### src/sv/iqbq_pkg.sv
`default_nettype none
// ----------------------------------------------------------------------------
// iqbq_pkg
// Shared widths, register indexes and rounding constants for the IQ biquad
// pair with magnitude.
// ----------------------------------------------------------------------------
package iqbq_pkg;

  localparam int SAMPLE_W  = 16;
  localparam int COEF_W    = 32;
  localparam int MAG_W     = 16;
  localparam int NUM_REGS  = 8;
  localparam int CFG_IDX_W = 4;
  localparam int REG_SEL_W = $clog2(NUM_REGS);
  localparam int PROD_W    = SAMPLE_W + COEF_W;
  localparam int ACC_W     = PROD_W + 3;
  localparam int FRAC_W    = 30;
  localparam int RND_W     = ACC_W - FRAC_W;
  localparam int RAD_W     = 2 * MAG_W;
  localparam int REM_W     = MAG_W + 4;
  localparam int CNT_W     = 4;

  localparam logic signed [ACC_W-1:0] ROUND_HALF = ACC_W'(1) << (FRAC_W - 1);

  localparam logic [REG_SEL_W-1:0] REG_IB0 = REG_SEL_W'(0);
  localparam logic [REG_SEL_W-1:0] REG_IB1 = REG_SEL_W'(1);
  localparam logic [REG_SEL_W-1:0] REG_IB2 = REG_SEL_W'(2);
  localparam logic [REG_SEL_W-1:0] REG_QB0 = REG_SEL_W'(3);
  localparam logic [REG_SEL_W-1:0] REG_QB1 = REG_SEL_W'(4);
  localparam logic [REG_SEL_W-1:0] REG_QB2 = REG_SEL_W'(5);
  localparam logic [REG_SEL_W-1:0] REG_FA1 = REG_SEL_W'(6);
  localparam logic [REG_SEL_W-1:0] REG_FA2 = REG_SEL_W'(7);

  typedef logic signed [SAMPLE_W-1:0] sample_t;
  typedef logic signed [COEF_W-1:0]   coef_t;
  typedef logic [MAG_W-1:0]           mag_t;

endpackage

`default_nettype wire

### src/sv/iqbq_if.sv
`default_nettype none
// ----------------------------------------------------------------------------
// iqbq channel interfaces
// Valid/ready channels for input samples and for IQ results with magnitude.
// ----------------------------------------------------------------------------
interface sample_if;
  import iqbq_pkg::*;

  logic    valid;
  logic    ready;
  sample_t sample_in;

  modport source (output valid, output sample_in, input ready);
  modport sink (input valid, input sample_in, output ready);
endinterface

interface result_if;
  import iqbq_pkg::*;

  logic    valid;
  logic    ready;
  sample_t inphase_out;
  sample_t quad_out;
  mag_t    magnitude;

  modport source (output valid, output inphase_out, output quad_out, output magnitude,
                  input ready);
  modport sink (input valid, input inphase_out, input quad_out, input magnitude,
                output ready);
endinterface

`default_nettype wire

### src/sv/iq_biquad_pair_magnitude.sv
// A new sample request is accepted only after the previous result is loaded into
// the output register. The single 16x32 multiplier runs 12 products (10 filter
// taps, 2 squares), then the square root resolves one bit per cycle.
// Reset clears coefficients, delay lines, sequencer and output valid.
`default_nettype none
// ----------------------------------------------------------------------------
// iq_biquad_pair_magnitude
// Two direct form I biquads sharing input delay and feedback coefficients, giving
// in-phase and quadrature outputs and their integer magnitude.
// ----------------------------------------------------------------------------
module iq_biquad_pair_magnitude (
  input  logic                           clk,
  input  logic                           rst,
  input  logic                           cfg_we,
  input  logic [iqbq_pkg::CFG_IDX_W-1:0] cfg_index,
  input  logic [iqbq_pkg::COEF_W-1:0]    cfg_data,
  sample_if.sink                         sample_ch,
  result_if.source                       result_ch
);
  import iqbq_pkg::*;

  localparam logic [1:0] S_IDLE = 2'd0;
  localparam logic [1:0] S_MAC  = 2'd1;
  localparam logic [1:0] S_ROOT = 2'd2;
  localparam logic [1:0] S_HOLD = 2'd3;

  localparam logic [CNT_W-1:0] ST_XI     = CNT_W'(0);
  localparam logic [CNT_W-1:0] ST_D1I    = CNT_W'(1);
  localparam logic [CNT_W-1:0] ST_D2I    = CNT_W'(2);
  localparam logic [CNT_W-1:0] ST_Y1I    = CNT_W'(3);
  localparam logic [CNT_W-1:0] ST_Y2I    = CNT_W'(4);
  localparam logic [CNT_W-1:0] ST_XQ     = CNT_W'(5);
  localparam logic [CNT_W-1:0] ST_D1Q    = CNT_W'(6);
  localparam logic [CNT_W-1:0] ST_D2Q    = CNT_W'(7);
  localparam logic [CNT_W-1:0] ST_Y1Q    = CNT_W'(8);
  localparam logic [CNT_W-1:0] ST_Y2Q    = CNT_W'(9);
  localparam logic [CNT_W-1:0] ST_SQI    = CNT_W'(10);
  localparam logic [CNT_W-1:0] ST_SQQ    = CNT_W'(11);
  localparam logic [CNT_W-1:0] ST_END    = CNT_W'(12);
  localparam logic [CNT_W-1:0] ROOT_LAST = CNT_W'(MAG_W - 1);

  logic [1:0]       state;
  logic [CNT_W-1:0] cnt;
  coef_t            coef [NUM_REGS];

  sample_t x, d1, d2, yi1, yi2, yq1, yq2, yi, yq;

  sample_t                   mul_a;
  coef_t                     mul_b;
  logic signed [PROD_W-1:0]  prod;
  logic signed [ACC_W-1:0]   acc;
  logic signed [ACC_W-1:0]   prod_ext;
  logic signed [ACC_W-1:0]   acc_sum;
  logic signed [ACC_W-1:0]   rnd_full;
  logic [RND_W-1:0]          rnd;
  logic                      sat_hi, sat_lo;
  sample_t                   sat_val;
  logic [CNT_W-1:0]          acc_idx;
  logic                      acc_sub;

  logic [RAD_W-1:0] rad;
  logic [REM_W-1:0] rem, rem2, trial;
  mag_t             root;
  logic             root_ge;

  logic    out_valid;
  sample_t out_inphase, out_quad;
  mag_t    out_mag;
  logic    accept, load;

  assign sample_ch.ready       = (state == S_IDLE);
  assign accept                = sample_ch.valid && sample_ch.ready;
  assign load                  = (state == S_HOLD) && (!out_valid || result_ch.ready);
  assign result_ch.valid       = out_valid;
  assign result_ch.inphase_out = out_inphase;
  assign result_ch.quad_out    = out_quad;
  assign result_ch.magnitude   = out_mag;

  always_comb begin
    case (cnt)
      ST_XI: begin
        mul_a = x;   mul_b = coef[REG_IB0];
      end
      ST_D1I: begin
        mul_a = d1;  mul_b = coef[REG_IB1];
      end
      ST_D2I: begin
        mul_a = d2;  mul_b = coef[REG_IB2];
      end
      ST_Y1I: begin
        mul_a = yi1; mul_b = coef[REG_FA1];
      end
      ST_Y2I: begin
        mul_a = yi2; mul_b = coef[REG_FA2];
      end
      ST_XQ: begin
        mul_a = x;   mul_b = coef[REG_QB0];
      end
      ST_D1Q: begin
        mul_a = d1;  mul_b = coef[REG_QB1];
      end
      ST_D2Q: begin
        mul_a = d2;  mul_b = coef[REG_QB2];
      end
      ST_Y1Q: begin
        mul_a = yq1; mul_b = coef[REG_FA1];
      end
      ST_Y2Q: begin
        mul_a = yq2; mul_b = coef[REG_FA2];
      end
      ST_SQI: begin
        mul_a = yi;  mul_b = {{(COEF_W-SAMPLE_W){yi[SAMPLE_W-1]}}, yi};
      end
      ST_SQQ: begin
        mul_a = yq;  mul_b = {{(COEF_W-SAMPLE_W){yq[SAMPLE_W-1]}}, yq};
      end
      default: begin
        mul_a = '0;  mul_b = '0;
      end
    endcase
  end

  always_comb begin
    acc_idx  = cnt - CNT_W'(1);
    acc_sub  = (acc_idx == ST_Y1I) || (acc_idx == ST_Y2I) ||
               (acc_idx == ST_Y1Q) || (acc_idx == ST_Y2Q);
    prod_ext = {{(ACC_W-PROD_W){prod[PROD_W-1]}}, prod};
    acc_sum  = acc + (acc_sub ? -prod_ext : prod_ext);
    rnd_full = acc_sum + ROUND_HALF;
    rnd      = rnd_full[ACC_W-1:FRAC_W];
    sat_hi   = !rnd[RND_W-1] && (|rnd[RND_W-2:SAMPLE_W-1]);
    sat_lo   = rnd[RND_W-1] && !(&rnd[RND_W-2:SAMPLE_W-1]);
    if (sat_hi) begin
      sat_val = {1'b0, {(SAMPLE_W-1){1'b1}}};
    end else if (sat_lo) begin
      sat_val = {1'b1, {(SAMPLE_W-1){1'b0}}};
    end else begin
      sat_val = rnd[SAMPLE_W-1:0];
    end
  end

  always_comb begin
    rem2    = {rem[REM_W-3:0], rad[RAD_W-1 -: 2]};
    trial   = {{(REM_W-MAG_W-2){1'b0}}, root, 2'b01};
    root_ge = (rem2 >= trial);
  end

  always_ff @(posedge clk) begin
    if (rst) begin
      for (int i = 0; i < NUM_REGS; i++) begin
        coef[i] <= '0;
      end
    end else if (cfg_we && (cfg_index < CFG_IDX_W'(NUM_REGS))) begin
      coef[cfg_index[REG_SEL_W-1:0]] <= cfg_data;
    end
  end

  always_ff @(posedge clk) begin
    if (rst) begin
      state     <= S_IDLE;
      cnt       <= '0;
      out_valid <= 1'b0;
      d1        <= '0;
      d2        <= '0;
      yi1       <= '0;
      yi2       <= '0;
      yq1       <= '0;
      yq2       <= '0;
    end else begin
      if (result_ch.valid && result_ch.ready && !load) begin
        out_valid <= 1'b0;
      end
      case (state)
        S_IDLE: begin
          if (accept) begin
            x     <= sample_ch.sample_in;
            acc   <= '0;
            cnt   <= ST_XI;
            state <= S_MAC;
          end
        end
        S_MAC: begin
          prod <= mul_a * mul_b;
          if (cnt != ST_XI) begin
            if (acc_idx == ST_Y2I) begin
              yi  <= sat_val;
              acc <= '0;
            end else if (acc_idx == ST_Y2Q) begin
              yq  <= sat_val;
              acc <= '0;
            end else begin
              acc <= acc_sum;
            end
          end
          if (cnt == ST_END) begin
            rad   <= acc_sum[RAD_W-1:0];
            rem   <= '0;
            root  <= '0;
            d2    <= d1;
            d1    <= x;
            yi2   <= yi1;
            yi1   <= yi;
            yq2   <= yq1;
            yq1   <= yq;
            cnt   <= '0;
            state <= S_ROOT;
          end else begin
            cnt <= cnt + CNT_W'(1);
          end
        end
        S_ROOT: begin
          rad  <= {rad[RAD_W-3:0], 2'b00};
          rem  <= root_ge ? (rem2 - trial) : rem2;
          root <= {root[MAG_W-2:0], root_ge};
          cnt  <= cnt + CNT_W'(1);
          if (cnt == ROOT_LAST) begin
            state <= S_HOLD;
          end
        end
        S_HOLD: begin
          if (load) begin
            out_inphase <= yi;
            out_quad    <= yq;
            out_mag     <= root;
            out_valid   <= 1'b1;
            state       <= S_IDLE;
          end
        end
        default: begin
          state <= S_IDLE;
        end
      endcase
    end
  end

  a_accept_starts: assert property (@(posedge clk) disable iff (rst)
    sample_ch.valid && sample_ch.ready |=> state == S_MAC && cnt == ST_XI)
    else $error("accepted sample did not start the product sequence");

  a_mac_bound: assert property (@(posedge clk) disable iff (rst)
    state == S_MAC |-> cnt <= ST_END)
    else $error("product counter ran past the last step");

  a_root_done: assert property (@(posedge clk) disable iff (rst)
    state == S_ROOT && cnt == ROOT_LAST |=> state == S_HOLD)
    else $error("root did not finish after its last bit");

  a_mag_range: assert property (@(posedge clk) disable iff (rst)
    result_ch.valid |-> result_ch.magnitude <= MAG_W'(46340))
    else $error("magnitude out of range");

endmodule

`default_nettype wire

### src/flat_wrapper.sv
// flat-port wrapper written by rule: the top's interface ports become plain ports
module iq_biquad_pair_magnitude_flat import iqbq_pkg::*;
  (clk, rst, cfg_we, cfg_index, cfg_data, sample_ch_valid, sample_ch_sample_in, sample_ch_ready, result_ch_valid, result_ch_inphase_out, result_ch_quad_out, result_ch_magnitude, result_ch_ready);
  sample_if sample_ch_i ();
  result_if result_ch_i ();
  input  logic clk;
  input  logic rst;
  input  logic cfg_we;
  input  logic [iqbq_pkg::CFG_IDX_W-1:0] cfg_index;
  input  logic [iqbq_pkg::COEF_W-1:0] cfg_data;
  input wire logic [$bits(sample_ch_i.valid)-1:0] sample_ch_valid;
  input wire logic [$bits(sample_ch_i.sample_in)-1:0] sample_ch_sample_in;
  output wire logic [$bits(sample_ch_i.ready)-1:0] sample_ch_ready;
  output wire logic [$bits(result_ch_i.valid)-1:0] result_ch_valid;
  output wire logic [$bits(result_ch_i.inphase_out)-1:0] result_ch_inphase_out;
  output wire logic [$bits(result_ch_i.quad_out)-1:0] result_ch_quad_out;
  output wire logic [$bits(result_ch_i.magnitude)-1:0] result_ch_magnitude;
  input wire logic [$bits(result_ch_i.ready)-1:0] result_ch_ready;
  assign sample_ch_i.valid = sample_ch_valid;
  assign sample_ch_i.sample_in = sample_ch_sample_in;
  assign sample_ch_ready = sample_ch_i.ready;
  assign result_ch_valid = result_ch_i.valid;
  assign result_ch_inphase_out = result_ch_i.inphase_out;
  assign result_ch_quad_out = result_ch_i.quad_out;
  assign result_ch_magnitude = result_ch_i.magnitude;
  assign result_ch_i.ready = result_ch_ready;
  iq_biquad_pair_magnitude u_core (.clk(clk), .rst(rst), .cfg_we(cfg_we), .cfg_index(cfg_index), .cfg_data(cfg_data), .sample_ch(sample_ch_i), .result_ch(result_ch_i));
endmodule
### config.mk
export PLATFORM = sky130hd
export DESIGN_NAME = iq_biquad_pair_magnitude_flat
export DESIGN_NICKNAME = d
export VERILOG_FILES = /design/src/sv/iqbq_pkg.sv /design/src/sv/iqbq_if.sv /design/src/sv/iq_biquad_pair_magnitude.sv /design/src/flat_wrapper.sv
export SDC_FILE = /design/constraint.sdc
export NUM_CORES = 2
export LEC_CHECK = 0
export BUFFER_PORTS_ARGS = -buffer_cell sky130_fd_sc_hd__buf_2
export CAP_MARGIN = 30
export CORE_ASPECT_RATIO = 0.9
export CORE_MARGIN = 2
export CORE_UTILIZATION = 60
export CTS_CLUSTER_SIZE = 14
export DETAILED_ROUTE_END_ITERATION = 7
export PLACE_DENSITY_LB_ADDON = 0.3
export SLEW_MARGIN = 30
export SYNTH_ARGS = -nofsm -noshare
export SYNTH_HDL_FRONTEND = slang
export SYNTH_SLANG_ARGS = --single-unit
### constraint.sdc
create_clock -name clk -period 25.8 [get_ports clk]
set_clock_uncertainty 0.1 [all_clocks]
set_input_delay 1.29 -clock clk [delete_from_list [all_inputs] [get_ports clk]]
set_output_delay 1.29 -clock clk [all_outputs]
set_load 0.005 [all_outputs]
==> flow_summary.toml <==
[logic_synthesis]
synth-edff-count = 517
synth_common_cells = "inv_1, nand2_1, edfxtp_1"
yosysMostFrequentCell = "inv_1"
syn_nets = 5506
syn-instance-count = 4767
synth_top_area_share = 0.329
synthesis.area_um2 = 47300
avgSynthCellArea_um2 = 9.91
ys_seq_elements = 620
synth_compound_area_frac = 0.0974
synth.distinct_cells = 88
synth_top_area_cell = "edfxtp_1"
synth_mux_area_frac = 0.00429
synth_top_family_by_area = "adder cells"
synth-seq-area-share = 0.372
synth_flop_cell = "edfxtp_1"
synth_simple_gate_area_frac = 0.166
synth_fa_ha_area_frac = 0.258
synth-xor-area-share = 0.0320
async_flop_share = 0
synth.area.top_cells = "edfxtp_1, fa_1, inv_1, nand2_1, ha_1"
yosysWarnings = 0

[sta]
fin_crit_sh = 0.394
worstMarginPinSlew_ns = 0.984
rsz0062_at_grt = "false"
timing.slew.headroom = 0.340
period_needed_ns = 10.17
fmax_ghz = 0.0983
finalSetupTns_ns = 0
drv_slew = 0
setup_viol = 0
hold_viol = 0

[die]
die_h_um = 270
num_rows = 97
chipWidth_um = 300
coreArea_um2 = 77900
start_util = 0.606
ios = 107
die_area_um2 = 81000

[global_route]
busiest_layer = "met2"
antenna_found_initial = 8
grtUsageTotal = 0.317
use_met1 = 0.421
use_met3 = 0.0824
grt_max_degree = 98
grt_pass1_vias = 35400
grt_pass1_wl_um = 199000
met2_usage = 0.498
overflow = 0

[setup_path]
reg2reg_depth = 32
end_kind = "flop"
critPathMostFrequentCell = "fa_1"
required_ns = 26.13
worstPathMaxFanout = 32
path_class = "reg -> reg"
critPathSlowestCell = "or2_2"
cp.arrival_ns = 10.51
reg2reg_slack_ns = 15.63
cpPeakStageDelay_ns = 0.73
startpoint_type = "flop"

[run_status]
status = "finished, final reports clean"

[final_layout]
nFillCells = 6114
multi_input_area_um2 = 26500
area_delta_synth_final_pct = 7.81
final_layout_size_suffix_gt1_frac = 0.0738
nNetsFinal = 5512
seq_area_um2 = 17600

[clock_tree]
cts-root-buf = "clkbuf_16"
clk_path_buf_depth = 3
cts_setup_buffers = 0
cts_sinks = 620
hold_buffers = 0
h-tree-depth = 2
clock_latency_ns = 0.68
clk_pin_slew_ns = 0.09
cts_resized = 0
cts_made_buffers = 61
cts_tree = "built"

[drt]
postRouteAntennaNets = 0
via_per_inst = 5.93
first_pass_iters = 8
wl_per_cell_um = 21.6
vias = 34800
wl_um = 127000
drcViolationCount = 0
drt_iter0_markers = 3347

[place]
dpl.hpwl_um = 92600
place_congestion = 0.961
io_buffer_count = 106

[hold_path]
hold-path-cell-count = 2
hp-class = "reg -> reg"

[job]
drv_cap = 0
[cell type report]
class	count	area share
antenna	1	0.0000491
inverter	650	0.0479
clock inverter	41	0.00879
multi-input combinational	3270	0.521
sequential	620	0.345
tap	1039	0.0255
timing repair buffer	170	0.0200
clock buffer	75	0.0318
[final timing paths]
check                                        to            from
worst max-delay path            u_core.prod[46]   u_core.cnt[0]
worst min-delay path             u_core.yq2[13]  u_core.yq2[13]
worst max register to register  u_core.prod[46]   u_core.cnt[0]
worst min register to register   u_core.yq2[13]  u_core.yq2[13]
[registers in the layout, summed over array words and instances (netlist names), 4 cells and up]
register,count
u_core.yq,16
u_core.rad,32
u_core.result_ch.quad_out,16
u_core.d1,16
u_core.yi1,16
u_core.yq2,16
u_core.result_ch.inphase_out,16
u_core.x,16
u_core.rem,18
u_core.yq1,16
u_core.coef,256
u_core.root,16
u_core.d2,16
u_core.cnt,4
u_core.result_ch.magnitude,16
u_core.yi2,16
u_core.yi,16
u_core.prod,48
u_core.acc,51
[kinds of logic (layout without fill, tap and decap cells)]
kind of cell             Yosys count  in the layout
XOR/XNOR                         172            172
buffers and inverters            877            936
other                              0              1
adder cells (fa/ha/maj)          682            682
AND/OR/NAND/NOR                 1693           1693
multiplexers                      20             20
AO/OA/AOI/OAI                    703            703
flip-flops                       620            620
[layout by cell type (no fill, tap or decap), types with 12 or more instances in the layout]
cell type / instances
o21a_1: 17
mux2i_1: 18
nand2_1: 649
fa_1: 488
xor2_1: 64
nand4_1: 26
and2_1: 292
xnor2_1: 107
a22oi_1: 115
edfxtp_1: 517
ha_1: 193
a22o_1: 22
o21ai_0: 99
or2_2: 18
nor3_1: 49
a221oi_1: 16
o21bai_1: 18
a211oi_1: 15
buf_2: 105
a21oi_1: 242
inv_1: 650
nand3_1: 36
nor2_1: 441
buf_4: 64
dfxtp_1: 103
clkbuf_16: 62
nor2b_1: 36
nand2b_1: 22
nor3_2: 15
a21o_1: 38
or3_1: 39
and3_1: 14
a222oi_1: 12
[critical path, delay by kind of cell (launching register included)]
kind	cells	cell delay, ns
AND/OR/NAND/NOR	6	2.27
adder cells (fa/ha/maj)	8	3.71
AO/OA/AOI/OAI	12	2.92
XOR/XNOR	1	0.08
flip-flops	1	0.49
buffers and inverters	5	0.33
[layer usage]
metal,up-vias,share of wire
li1,15600,-
met1,17100,0.39
met2,1700,0.46
met3,372,0.10
met4,12,0.045
met5,-,0.00065
[through the flow]
step | cell area, um^2 | hold slack, ns | setup slack, ns | std cells | util
finish | 50900 | 0.356 | 15.63 | 5866 | 0.654
global route | 50900 | 0.371 | 15.13 | 5865 | 0.654
CTS | 50900 | 0.358 | 15.77 | 5865 | 0.654
detailed placement | 48900 | 0.349 | 15.78 | 5749 | 0.627
global placement | 48800 | 0.335 | 16.06 | 5749 | 0.627
floorplan | 47300 | 0.326 | 15.36 | 4767 | -
Power is left out: the tool's default activity adds up to more than one toggle a clock period on the data nets, which glitch-free logic cannot reach.
